## config.mk

```make
export PLATFORM = sky130hd
export DESIGN_NAME = pctwhm_queue
export DESIGN_NICKNAME = d
export VERILOG_FILES = /design/src/sv/assert_macros.svh /design/src/sv/pctwhm_pkg.sv /design/src/sv/pctwhm_queue.sv
export SDC_FILE = /design/constraint.sdc
export NUM_CORES = 1
export LEC_CHECK = 0
export ABC_AREA = 1
export BUFFER_PORTS_ARGS = -buffer_cell sky130_fd_sc_hd__clkbuf_2
export CORE_UTILIZATION = 56
export DETAILED_ROUTE_END_ITERATION = 8
export PLACE_DENSITY = 0.84
export SLEW_MARGIN = 20
export SYNTH_ARGS = -nofsm -noshare
export SYNTH_HDL_FRONTEND = slang
export SYNTH_SLANG_ARGS = --single-unit
```

## constraint.sdc

```tcl
create_clock -name clk -period 9.5 [get_ports clk]
set_input_delay 0.95 -clock clk [delete_from_list [all_inputs] [get_ports clk]]
set_output_delay 0.95 -clock clk [all_outputs]
set_load 0.005 [all_outputs]
```

## src/sv/assert_macros.svh

```systemverilog
// Assertion macros used by the back-end RTL module of the hit merger.
`ifndef ASSERT_MACROS_SVH
`define ASSERT_MACROS_SVH

// Same-cycle implication, checked at every rising edge outside reset.
`define ASSERT_IMPL(label, ante, cons, msg) \
  label: assert property (@(posedge clk) disable iff (!rst_n) (ante) |-> (cons)) \
    else $error(msg);

// Next-cycle implication, checked at every rising edge outside reset.
`define ASSERT_NEXT(label, ante, cons, msg) \
  label: assert property (@(posedge clk) disable iff (!rst_n) (ante) |=> (cons)) \
    else $error(msg);

`endif

```

## src/sv/pctwhm_pkg.sv

```systemverilog
// Package with the shared types, field widths and codes of the hit merger.
`timescale 1ns / 1ps

package pctwhm_pkg;

  // Field widths of one input beat and one result beat.
  localparam int CHANNEL_W   = 9;
  localparam int ENERGY_W    = 24;
  localparam int TIME_W      = 32;
  localparam int HIT_INDEX_W = 12;
  localparam int STATUS_W    = 2;
  localparam int HIT_E_W     = 32;
  localparam int COUNT_W     = 16;

  // Command codes of the input channel.
  localparam logic CMD_DEPOSIT = 1'b0;
  localparam logic CMD_EVENT   = 1'b1;

  // Status codes of the result channel.
  localparam logic [STATUS_W-1:0] ST_MERGED = 2'd0;
  localparam logic [STATUS_W-1:0] ST_NEW    = 2'd1;
  localparam logic [STATUS_W-1:0] ST_FULL   = 2'd2;

  // One classified item as it travels from the front end to the back end.
  typedef struct packed {
    logic                 is_event;
    logic [CHANNEL_W-1:0] channel;
    logic [ENERGY_W-1:0]  energy;
    logic [TIME_W-1:0]    time_stamp;
  } item_t;

endpackage

```

## src/sv/pctwhm_queue.sv

```systemverilog
// Two-entry queue that decouples the front end from the back end.
`timescale 1ns / 1ps

module pctwhm_queue (
  input  logic               clk,
  input  logic               rst_n,
  input  logic               push,
  input  pctwhm_pkg::item_t  push_item,
  output logic               full,
  input  logic               pop,
  output logic               head_valid,
  output pctwhm_pkg::item_t  head_item
);
  import pctwhm_pkg::*;

  localparam int DEPTH = 2;

  item_t      mem_r [DEPTH];
  logic       wr_ptr_r;
  logic       wr_ptr_nxt;
  logic       rd_ptr_r;
  logic       rd_ptr_nxt;
  logic [1:0] count_r;
  logic [1:0] count_nxt;
  logic       do_push;
  logic       do_pop;

  // Status toward both sides.
  assign full       = (count_r == 2'(DEPTH));
  assign head_valid = (count_r != 2'd0);
  assign head_item  = mem_r[rd_ptr_r];

  assign do_push = push && !full;
  assign do_pop  = pop && head_valid;

  // Pointer and fill count update.
  always_comb begin
    wr_ptr_nxt = do_push ? ~wr_ptr_r : wr_ptr_r;
    rd_ptr_nxt = do_pop ? ~rd_ptr_r : rd_ptr_r;
    count_nxt  = count_r;
    if (do_push && !do_pop) begin
      count_nxt = count_r + 2'd1;
    end else if (do_pop && !do_push) begin
      count_nxt = count_r - 2'd1;
    end
  end

  always_ff @(posedge clk) begin
    if (!rst_n) begin
      wr_ptr_r <= 1'b0;
      rd_ptr_r <= 1'b0;
      count_r  <= 2'd0;
    end else begin
      wr_ptr_r <= wr_ptr_nxt;
      rd_ptr_r <= rd_ptr_nxt;
      count_r  <= count_nxt;
    end
  end

  // Entry storage; payload needs no reset.
  always_ff @(posedge clk) begin
    if (do_push) begin
      mem_r[wr_ptr_r] <= push_item;
    end
  end

endmodule

```

==> metrics.cfg <==
[yosys]
synth_nets = 313
syn_area_per_cell_um2 = 21.36
netlist_area_um2 = 5169
ys_seq_area_frac = 0.7863
synth_top_area_cell = edfxtp_1
ys_warn_count = 0
synth_cell_types = 16
yosys-top-cells-area = edfxtp_1 (77%), mux2_4 (12%), mux2_2 (5.7%)
ys_ff_latch = 137
synth.top_cell.area_share = 0.7669
syn_inst = 242

[timing]
slew_viol_final = 0
setup_viol = 0
post-route-period-util = 0.3286
tightest_slew_ns = 1.081
fin_crit_ns = 3.122
tns_ns = 0
rsz0062_at_grt = false
hold_violations = 0
clock_skew_ns = 0.008871
maxSlewHeadroom = 0.2793
fmax_mhz = 320.3

[min_path]
hold_path_depth = 2
worst_hold_path_type = reg -> reg
holdCritStartpoint = rd_ptr_r$_SDFFE_PN0P_
hold_end = rd_ptr_r$_SDFFE_PN0P_

[grt]
busiest_layer = met2
grt_pass1_vias = 2707
grt_max_degree = 67
globalRouteOverflowTotal = 0
grtUsageMet2 = 0.3082
grt_use_met1 = 0.2314
grt_use_total = 0.1902
antenna_found_initial = 0
grt_pass1_wl_mm = 13.30
met3_usage = 0.06586

[power]
power_frac_seq = 0.456
p_per_area_nw_per_um2 = 276.5
combPwrFrac = 0.183
power.leakage_nw = 2.614
clock_power_share = 0.361
swShare = 0.2475
switchingPower_mw = 0.4487
ir_worst_vdd_uv = 208.7
intPower_mw = 1.364

[clock_network]
clk_pin_slew_worst_paths_ns = 0.06
cts_max_path_buffers = 2
cts.sinks = 137
clock_latency_ns = 0.51
cts_setup_buffers = 0
cts-resized-gates = 0
root_buffer = clkbuf_8
cts-buffers-inserted = 17
ctsHoldBuffers = 0
cts_max_level = 4
tritoncts = yes

[drt]
first_iter_violations = 166
vias = 2692
dr.pass1.iters = 8
drc = 13
viasPerCell = 5.237
wl_per_cell_um = 16.88
finalWirelength_mm = 8.675
route.antenna.remaining_nets = 0

[critical_path]
r2r-start = count_r[1]$_SDFFE_PN0P_
crit_family = flip-flops
crit_fanout = 66
crit_chain = mux2_2 -> clkbuf_2
arrival_ns = 2.17
regToRegSetupSlack_ns = 7.70
crit_path_end_kind = primary output
cp-start-kind = flip-flop
crit_slowest_cell = dfxtp_4
worst-path-buf-inv = 1
reg2regPathDepth = 4
worst_ep_required_time_ns = 8.55
cpPeakStageDelay_ns = 1.06
crit_type = reg -> out
rr_endpoint = mem_r[1][26]$_DFFE_PP_

[floorplan]
die_y_um = 98.07
start_util = 0.5841
fp-row-count = 34
die-area_um2 = 9618
fp.dieW_um = 98.07
ios = 138
core_region_area_um2 = 8848

[layout]
fin_cells = 514
drive_above_1_share = 0.5936
utilization = 0.7410
multi_input_area_um2 = 1023
mostFrequentLayoutCells = clkbuf_2 (137), edfxtp_1 (132), mux2_4 (40), mux2_2 (26), clkbuf_16 (16)
n_fill_cell = 544
seqCellArea_um2 = 4068
antenna_cells = 0
finalNetCount = 464
final_common_cell = clkbuf_2
area_growth_pct = 26.85

[status]
violations = design-rule violations
outcome = complete, but fails checks

[placement]
place_congestion = 0.6988
place_hpwl_mm = 5.362
port_buffers = 137
place_inst = 482

[flow_run]
timing.max_cap.violations = 0

[layer usage]
metal / vias to the layer above / routed length [um]
met5: - / 0
met4: 0 / 111
met3: 11 / 709
met2: 116 / 4298
met1: 1323 / 3556
li1: 1242 / -
[worst max path at each step]
| stage | from | endpoint | slack [ns] | cells after the start |
|---|---|---|---|---|
| after global routing | flip-flop | head_item[65] | 6.28 | 2 |
| after detailed placement | flip-flop | head_item[65] | 6.89 | 2 |
| final | flip-flop | head_item[65] | 6.38 | 2 |
| after floorplan | push | mem_r[0][0]$_DFFE_PP_ | 5.23 | 2 |
| after global placement | flip-flop | head_item[8] | 6.91 | 2 |
| after CTS | flip-flop | head_item[65] | 6.35 | 2 |
[tightest hold or removal path: stages, from the launching register on]
cell and delay [ns]:
dfxtp_1 0.33, nor2_1 0.06, nor2_1 0.09
[cell usage after synthesis]
library cell,count
inv_1,8
nor2_1,9
o21ai_2,1
buf_2,2
mux2_2,26
buf_6,5
dfxtp_1,5
nand3_1,1
nand2_1,7
a21oi_1,1
nand4_1,1
o21ai_0,2
ha_1,1
o21a_1,1
edfxtp_1,132
mux2_4,40
[state kept, by name, summed over array words and instances, names as in the netlist, named ones only]
register,count
mem_r,132
wr_ptr_r,1
count_r,2
rd_ptr_r,1
[through the flow]
stage               hold slack [ns]  worst slack, ns  power (mW)  area, um^2
floorplan                    0.4669            5.235       1.043        5169
global placement             0.4771            6.907       1.162        5957
detailed placement           0.4851            6.889       1.176        5957
CTS                          0.5252            6.346       1.829        6556
global route                 0.5393            6.283       1.885        6556
finish                       0.5268            6.378       1.813        6556
[power groups by stage]
stage / Combinational, mW / Sequential [mW] / Clock [mW]
after floorplan: 0.242 / 0.801 / 0
after global placement: 0.327 / 0.835 / 0
after detailed placement: 0.336 / 0.841 / 0
after CTS: 0.337 / 0.829 / 0.663
after global routing: 0.361 / 0.838 / 0.686
final: 0.332 / 0.827 / 0.654
[logic make-up (layout without fill, tap and decap cells)]
| kind of cell | after synthesis | in the layout | synth area share |
|---|---|---|---|
| simple gates | 18 | 18 | 0.01380 |
| fa+ha+maj | 1 | 1 | 0.002420 |
| mux | 66 | 66 | 0.1728 |
| buf+inv | 15 | 179 | 0.01864 |
| compound gates | 5 | 5 | 0.006052 |
| flops | 137 | 137 | 0.7863 |
[area by class of cell]
cell class | count | area share
Tap cell | 108 | 0.02061
Clock inverter | 14 | 0.02614
Clock buffer | 18 | 0.06527
Multi-Input combinational cell | 90 | 0.1561
Timing Repair Buffer | 139 | 0.1069
Sequential cell | 137 | 0.6204
Inverter | 8 | 0.004580
No activity file was read; power rests on OpenSTA's default activity.
