`src/sv/assert_macros.svh`:
```
// Assertion macros used by the back-end RTL module of the hit merger.
`ifndef ASSERT_MACROS_SVH
`define ASSERT_MACROS_SVH

// Same-cycle implication, checked at every rising edge outside reset.
`define ASSERT_IMPL(label, ante, cons, msg) \
  label: assert property (@(posedge clk) disable iff (!rst_n) (ante) |-> (cons)) \
    else $error(msg);

// Next-cycle implication, checked at every rising edge outside reset.
`define ASSERT_NEXT(label, ante, cons, msg) \
  label: assert property (@(posedge clk) disable iff (!rst_n) (ante) |=> (cons)) \
    else $error(msg);

`endif

```
`src/sv/pctwhm_pkg.sv`:
```
// Package with the shared types, field widths and codes of the hit merger.
`timescale 1ns / 1ps

package pctwhm_pkg;

  // Field widths of one input beat and one result beat.
  localparam int CHANNEL_W   = 9;
  localparam int ENERGY_W    = 24;
  localparam int TIME_W      = 32;
  localparam int HIT_INDEX_W = 12;
  localparam int STATUS_W    = 2;
  localparam int HIT_E_W     = 32;
  localparam int COUNT_W     = 16;

  // Command codes of the input channel.
  localparam logic CMD_DEPOSIT = 1'b0;
  localparam logic CMD_EVENT   = 1'b1;

  // Status codes of the result channel.
  localparam logic [STATUS_W-1:0] ST_MERGED = 2'd0;
  localparam logic [STATUS_W-1:0] ST_NEW    = 2'd1;
  localparam logic [STATUS_W-1:0] ST_FULL   = 2'd2;

  // One classified item as it travels from the front end to the back end.
  typedef struct packed {
    logic                 is_event;
    logic [CHANNEL_W-1:0] channel;
    logic [ENERGY_W-1:0]  energy;
    logic [TIME_W-1:0]    time_stamp;
  } item_t;

endpackage

```
`src/sv/pctwhm_front.sv`:
```
// Front end: accepts input beats, drops those without effect, queues the rest.
`timescale 1ns / 1ps

module pctwhm_front #(
  parameter int NUM_CHANNELS = 512
) (
  input  logic                                   in_valid,
  output logic                                   in_stall,
  input  logic                                   in_cmd,
  input  logic [pctwhm_pkg::CHANNEL_W-1:0]       in_channel,
  input  logic [pctwhm_pkg::ENERGY_W-1:0]        in_energy,
  input  logic [pctwhm_pkg::TIME_W-1:0]          in_time_stamp,
  input  logic                                   q_full,
  input  logic                                   clear_busy,
  output logic                                   push,
  output pctwhm_pkg::item_t                      push_item
);
  import pctwhm_pkg::*;

  logic is_event;
  logic in_range;
  logic keep;

  // Hold the input off while the queue is full or the channel table is swept.
  assign in_stall = q_full || clear_busy;

  // Event starts always go on; a deposit needs energy and a known channel.
  assign is_event = (in_cmd == CMD_EVENT);
  assign in_range = (32'(in_channel) < 32'(NUM_CHANNELS));
  assign keep     = is_event || ((in_energy != '0) && in_range);

  assign push = in_valid && !in_stall && keep;

  always_comb begin
    push_item.is_event   = is_event;
    push_item.channel    = in_channel;
    push_item.energy     = in_energy;
    push_item.time_stamp = in_time_stamp;
  end

endmodule

```
`config.mk`:
```
export PLATFORM = sky130hd
export DESIGN_NAME = pctwhm_front
export DESIGN_NICKNAME = d
export VERILOG_FILES = /design/src/sv/assert_macros.svh /design/src/sv/pctwhm_pkg.sv /design/src/sv/pctwhm_front.sv
export SDC_FILE = /design/constraint.sdc
export NUM_CORES = 1
export LEC_CHECK = 0
export BUFFER_PORTS_ARGS = -buffer_cell sky130_fd_sc_hd__buf_2
export CAP_MARGIN = 10
export CORE_AREA = 2 2 52 54
export DETAILED_ROUTE_END_ITERATION = 10
export DIE_AREA = 0 0 54 56
export GPL_TIMING_DRIVEN = 0
export MAX_ROUTING_LAYER = met4
export PLACE_DENSITY = 0.94
export SYNTH_ARGS = -nofsm -noshare
export SYNTH_HDL_FRONTEND = slang
export SYNTH_SLANG_ARGS = --single-unit
```
`constraint.sdc`:
```
create_clock -name vclk -period 1.9
set_input_delay 0.38 -clock vclk [all_inputs]
set_output_delay 0.38 -clock vclk [all_outputs]
set_load 0.005 [all_outputs]
```
==> results of run 1 <==
-- kinds of logic after synthesis --
| logic type | synth area share (%) |
|---|---|
| AO/OA/AOI/OAI | 1.77 |
| buffers and inverters | 88.5 |
| AND/OR/NAND/NOR | 9.76 |
-- placed cells by master, fill, tap and decap left out --
master,netlist,final
nand4_1,1,1
nor2_1,2,2
o211a_1,1,1
inv_1,1,1
nand3_1,1,1
buf_2,0,96
nor3_1,1,1
nor4_1,5,5
buf_4,66,66
-- cell type report --
type / count / area (um2)
fillers: 258 / 1350
plain buffers: 66 / 495
repair buffers: 96 / 480
multi-input cells: 11 / 65.1
well taps: 30 / 37.5
inverters: 1 / 3.75
-- power by group --
| part | switching (mW) | total (mW) | internal (mW) | leakage (nW) |
|---|---|---|---|---|
| Combinational | 0.0663 | 0.220 | 0.154 | 0.715 |
| Sequential | 0 | 0 | 0 | 0 |
| Clock | 0 | 0 | 0 | 0 |
-- worst max-delay path by stage --
stage	startpoint	to	slack [ns]	cells after the start
after floorplan	in_energy[1]	push	0.55	3
after global placement	in_energy[3]	push	0.12	5
after detailed placement	in_energy[3]	push	0.14	5
after CTS	in_energy[3]	push	0.14	5
after global routing	in_energy[3]	push	0.03	5
final	in_energy[3]	push	0.14	5
-- layer usage --
layer / up-vias / wire (um) / GRT usage, % / part of all wire (%)
met1: 302 / 464 / 7.37 / 25
met2: 75 / 1050 / 24.6 / 57
met5: - / 0 / - / 0
met4: 0 / 0 / 0 / 0
li1: 376 / - / - / -
met3: 0 / 317 / 0.269 / 17
==> results.json, run 1 <==
{
  "crit_chain": "buf_2, nor4_1, nand4_1, o211a_1, buf_2",
  "seq_cells": 0,
  "nets": 245,
  "hold_violations": 0,
  "synth_cells": 78,
  "drc": 0,
  "timing.final.ws_setup_ns": 0.139,
  "clkbuf_count": 0,
  "synth_area_leaders": "buf_4, nor4_1, o211a_1",
  "crit_buf_inv": 2,
  "setup_violations": 0,
  "die_x_um": 54,
  "synth_top_area_cell": "buf_4",
  "holdBufCountCts": 0,
  "worst_setup_path_start_kind": "primary input",
  "instances_no_fill": 204,
  "post_cts_resized": 0,
  "avgSynthCellArea_um2": 7.23,
  "worstMarginPinSlew_ns": 0.395,
  "routedWlPerCell_um": 8.96,
  "core_area_um2": 2430,
  "grt_max_degree": 3,
  "fin_area_um2": 1080,
  "regArea_um2": 0,
  "post-cts-setup-buffers": 0,
  "antenna_found_initial": 0,
  "drt_iter0_drc": 6,
  "boundaryPins": 137,
  "fin_crit_sh_pct": 92.7,
  "holdWs_ns": 0.926,
  "dp_slack_ns": 0.141,
  "vias_per_cell": 3.69,
  "dp.cells": 204,
  "cp_common_cell": "buf_2",
  "worstSetupPathType": "primary input to output port",
  "layout-drive-gt1-share_pct": 93.1,
  "p_leak_nw": 0.715,
  "cp_top_family": "simple AND/OR/NAND/NOR gates",
  "timing.critical_path.fanout_max": 2,
  "max_stage_delay_ns": 0.40,
  "die_area_um2": 3020,
  "postLayoutCoreUtil_pct": 44.5,
  "endpoint_kind": "output port",
  "holdPathStages": 2,
  "grt_pass1_wl_um": 2380,
  "row_count": 18,
  "grt_pass1_vias": 642,
  "yosysMostFrequentCell": "buf_4",
  "slew_headroom_pct": 73.4,
  "dieHeight_um": 56,
  "cp_slowest_cell": "nor4_1",
  "max_freq_mhz": 568,
  "num_vias": 753,
  "gp_congestion": 0.678,
  "required_ns": 1.52,
  "overflow": 0,
  "seq_area_frac_synth_pct": 0,
  "ant_nets": 0,
  "status": "finished, final reports clean",
  "dr.pass1.iters": 2,
  "synth_top_area_share_pct": 87.8,
  "synthToLayoutAreaGrowth_pct": 91.8,
  "min_period_ns": 1.76,
  "p_total_mw": 0.220,
  "min_to": "push_item[20]",
  "peakVddDrop_v": 0.000125,
  "drt-total-wl_um": 1830,
  "syn-cell-area_um2": 564,
  "fin_tns_setup_ns": 0,
  "maxCapViolCount": 0,
  "maxSlewViolCount": 0,
  "place_area_um2": 1080,
  "hold_start": "in_time_stamp[20]",
  "antenna_cells": 0,
  "dpl.hpwl_um": 1780,
  "yosysUniqueCellTypes": 8,
  "critPathArrivalTime_ns": 1.38,
  "syn-num-nets": 147,
  "synth_common_cells": "buf_4, nor4_1, nor2_1",
  "portBuffers": 96,
  "p_per_area_nw_per_um2": 204,
  "groute.usage.overall_pct": 10.2,
  "synth_warnings": 0,
  "grt_setup_unrepaired": "false",
  "start_util_pct": 23.2,
  "hold_class": "primary input to output port"
}
Note: power is estimated with default switching activity, not from simulation.
==> run 2: changes to the inputs <==
--- a/config.mk
+++ b/config.mk
@@ -12,7 +12,7 @@
 export DIE_AREA = 0 0 54 56
 export GPL_TIMING_DRIVEN = 0
 export MAX_ROUTING_LAYER = met4
-export PLACE_DENSITY = 0.94
+export PLACE_DENSITY = 0.84
 export SYNTH_ARGS = -nofsm -noshare
 export SYNTH_HDL_FRONTEND = slang
 export SYNTH_SLANG_ARGS = --single-unit
==> run 2 against run 1 <==
  * Final area stayed put
  * Die area stayed put
  * Via count is 0.93% lower
  * Worst setup slack better by 0.0016 ns
  * First-iteration DRC count is 17% lower
  * Utilization stayed put
  * Critical path depth stayed put
  * Global-route usage stayed put
  * Clock-buffer cell count stayed put
  * Flip-flop and latch count stayed put
  * Sequential share of layout area stayed put
  * Non-clock buffer count stayed put
  * Critical endpoint unchanged
==> results.json, run 2 (synthesis gave the netlist of run 1 again) <==
{
  "dr.pass1.iters": 3,
  "synthToLayoutAreaGrowth_pct": 91.8,
  "overflow": 0,
  "worst_setup_path_start_kind": "primary input",
  "endpoint_kind": "output port",
  "holdPathStages": 2,
  "setup_violations": 0,
  "groute.usage.overall_pct": 10.2,
  "die_x_um": 54,
  "postLayoutCoreUtil_pct": 44.5,
  "holdBufCountCts": 0,
  "start_util_pct": 23.2,
  "post-cts-setup-buffers": 0,
  "boundaryPins": 137,
  "min_period_ns": 1.76,
  "holdWs_ns": 0.925,
  "drt_iter0_drc": 5,
  "drc": 0,
  "clkbuf_count": 0,
  "antenna_found_initial": 0,
  "grt_max_degree": 3,
  "grt_pass1_vias": 650,
  "max_freq_mhz": 568,
  "antenna_cells": 0,
  "multi_input_area_um2": 65.1,
  "nets": 245,
  "num_vias": 746,
  "hold_violations": 0,
  "vias_per_cell": 3.66,
  "critPathArrivalTime_ns": 1.38,
  "p_leak_nw": 0.715,
  "hold_class": "primary input to output port",
  "met1_usage_pct": 8.65,
  "fill_cells": 275,
  "ant_nets": 0,
  "grt_setup_unrepaired": "false",
  "mostFrequentLayoutCell": "buf_2",
  "portBuffers": 96,
  "hold_start": "in_time_stamp[17]",
  "p_per_area_nw_per_um2": 203,
  "min_to": "push_item[17]",
  "post_cts_resized": 0,
  "routedWlPerCell_um": 8.67,
  "worstSetupPathType": "primary input to output port",
  "fin_tns_setup_ns": 0,
  "regArea_um2": 0,
  "maxSlewViolCount": 0,
  "seq_cells": 0,
  "final_cell_mix": "buf_2, buf_4, nor4_1",
  "status": "finished, final reports clean",
  "timing.critical_path.fanout_max": 2,
  "gr-usage-met2_pct": 23.3,
  "die_area_um2": 3020,
  "dieHeight_um": 56,
  "gp_congestion": 0.683,
  "required_ns": 1.52,
  "busiest_layer": "met2",
  "core_area_um2": 2430,
  "slew_headroom_pct": 74.5,
  "peakVddDrop_v": 0.000123,
  "grtUsageMet3_pct": 0,
  "fin_crit_sh_pct": 92.6,
  "maxCapViolCount": 0,
  "row_count": 18,
  "drt-total-wl_um": 1770,
  "layout-drive-gt1-share_pct": 93.1,
  "grt_pass1_wl_um": 2450,
  "worstMarginPinSlew_ns": 0.379
}
## run 2: through the flow
stage | area [um2] | cells | total power [mW] | setup slack [ns]
after global placement | 1080 | 204 | 0.219 | 0.160
final | 1080 | 204 | 0.220 | 0.140
after global routing | 1080 | 204 | 0.243 | 0.0476
after floorplan | 564 | 78 | 0.118 | 0.550
after CTS | 1080 | 204 | 0.224 | 0.145
after detailed placement | 1080 | 204 | 0.223 | 0.145
## run 2: worst max path at each step
stage / slack, ns / start / cells after the start / end
6_report: 0.14 / in_energy[3] / 5 / push
5_1_grt: 0.05 / in_energy[2] / 5 / push
4_1_cts: 0.15 / in_energy[2] / 5 / push
3_5_place_dp: 0.15 / in_energy[2] / 5 / push
3_3_place_gp: 0.16 / in_energy[3] / 5 / push
2_1_floorplan: 0.55 / in_energy[1] / 3 / push
## run 2: where the power goes
group / total, mW / switching, mW / internal [mW] / leakage [nW]
Combinational: 0.220 / 0.0661 / 0.154 / 0.715
Clock: 0 / 0 / 0 / 0
Sequential: 0 / 0 / 0 / 0
## run 2: critical path: stages
cell	delay (ns)
buf_2	0.10
nor4_1	0.39
nand4_1	0.15
o211a_1	0.24
buf_2	0.12
## run 2: cell type report
class | count | share of cell area, %
buffer | 66 | 45.8
timing repair buffer | 96 | 44.4
multi-input combinational | 11 | 6.01
tap | 30 | 3.47
inverter | 1 | 0.347
## run 2: layer usage
metal / routed length, um / vias to the layer above
met1: 468 / 299
met4: 0 / 0
li1: - / 375
met5: 0 / -
met2: 1000 / 72
met3: 298 / 0
==> run 3: changes to the inputs <==
--- a/config.mk
+++ b/config.mk
@@ -12,7 +12,7 @@
 export DIE_AREA = 0 0 54 56
 export GPL_TIMING_DRIVEN = 0
 export MAX_ROUTING_LAYER = met4
-export PLACE_DENSITY = 0.84
+export PLACE_DENSITY = 0.9
 export SYNTH_ARGS = -nofsm -noshare
 export SYNTH_HDL_FRONTEND = slang
 export SYNTH_SLANG_ARGS = --single-unit
==> run 3 against run 2 <==
  * Critical path depth unchanged
  * Utilization is the same
  * Largest power group unchanged
  * First-iteration DRC count shrank 80%
==> results.json, run 3 (synthesis gave the netlist of run 1 again) <==
{
  "worstMarginPinSlew_ns": 0.413,
  "status": "finished, final reports clean",
  "layout-drive-gt1-share_pct": 93.1,
  "nets": 245,
  "ant_nets": 0,
  "drt-total-wl_um": 1950,
  "mostFrequentLayoutCell": "buf_2",
  "start_util_pct": 23.2,
  "required_ns": 1.52,
  "critPathArrivalTime_ns": 1.39,
  "worstSetupPathType": "primary input to output port",
  "synthToLayoutAreaGrowth_pct": 91.8,
  "grt_pass1_wl_um": 2430,
  "postLayoutCoreUtil_pct": 44.5,
  "peakVddDrop_v": 0.000117,
  "vias_per_cell": 3.71,
  "dr.pass1.iters": 3,
  "power_frac_comb_pct": 100.0,
  "overflow": 0,
  "antenna_found_initial": 0,
  "drt_iter0_drc": 1,
  "timing.critical_path.fanout_max": 2,
  "p_leak_nw": 0.715,
  "seqPwrFrac_pct": 0,
  "dieHeight_um": 56,
  "setup_violations": 0,
  "num_vias": 756,
  "maxSlewViolCount": 0,
  "post_cts_resized": 0,
  "endpoint_kind": "output port",
  "maxCapViolCount": 0,
  "netSwitchingFraction_pct": 30.4,
  "grt_pass1_vias": 666,
  "p_sw_mw": 0.0673,
  "portBuffers": 96,
  "die_area_um2": 3020,
  "max_freq_mhz": 564,
  "hold_class": "primary input to output port",
  "boundaryPins": 137,
  "dpl.hpwl_um": 1900,
  "gp_congestion": 0.715,
  "die_x_um": 54,
  "routedWlPerCell_um": 9.56,
  "hold_violations": 0,
  "core_area_um2": 2430,
  "fin_tns_setup_ns": 0,
  "p_clk_share_pct": 0,
  "holdBufCountCts": 0,
  "seq_cells": 0,
  "antenna_cells": 0,
  "groute.usage.overall_pct": 10.6,
  "grt_max_degree": 3,
  "fin_crit_sh_pct": 93.3,
  "slew_headroom_pct": 72.2,
  "min_period_ns": 1.77,
  "final_cell_mix": "buf_2, buf_4, nor4_1",
  "worst_setup_path_start_kind": "primary input",
  "drc": 0,
  "regArea_um2": 0,
  "intPower_mw": 0.154,
  "p_per_area_nw_per_um2": 205,
  "post-cts-setup-buffers": 0,
  "clkbuf_count": 0,
  "grt_setup_unrepaired": "false",
  "row_count": 18
}
==> run 3: cell counts in the layout (fill, tap and decap cells not counted) <==
Identical to the previous run, type by type.
==> run 3: metrics by stage <==
step	setup slack, ns	total power, mW	cell area (um2)	instances	hold slack [ns]
after global placement	0.130	0.221	1080	204	0.926
after floorplan	0.550	0.118	564	78	0.839
final	0.127	0.221	1080	204	0.926
after CTS	0.119	0.225	1080	204	0.927
after global routing	0.00425	0.243	1080	204	0.930
after detailed placement	0.123	0.224	1080	204	0.927
==> run 3: cell type report <==
type,count,area (um2)
Inverter,1,3.75
Buffer,66,495
Timing Repair Buffer,96,480
Tap cell,30,37.5
Fill cell,262,1350
Multi-Input combinational cell,11,65.1
==> run 3: worst max-delay path: stages <==
cell and delay [ns]:
buf_2 0.10, nor4_1 0.41, nand4_1 0.14, o211a_1 0.23
buf_2 0.12
==> run 3: per-layer routing <==
metal	global-route usage (%)	vias up	routed length [um]
met5	-	-	0
met4	0	0	0
met3	0.269	0	328
met2	26.3	76	1120
met1	7.21	304	501
li1	-	376	-
==> run 3: final timing paths <==
| kind | startpoint | end | slack (ns) | cells after the start |
|---|---|---|---|---|
| setup / recovery | in_energy[3] | push | 0.13 | 5 |
| hold / removal | in_time_stamp[3] | push_item[3] | 0.93 | 2 |
==> run 3: power groups by stage <==
stage | Combinational (mW) | Sequential [mW] | Clock [mW]
floorplan | 0.118 | 0 | 0
global placement | 0.221 | 0 | 0
detailed placement | 0.224 | 0 | 0
CTS | 0.225 | 0 | 0
global route | 0.243 | 0 | 0
finish | 0.221 | 0 | 0
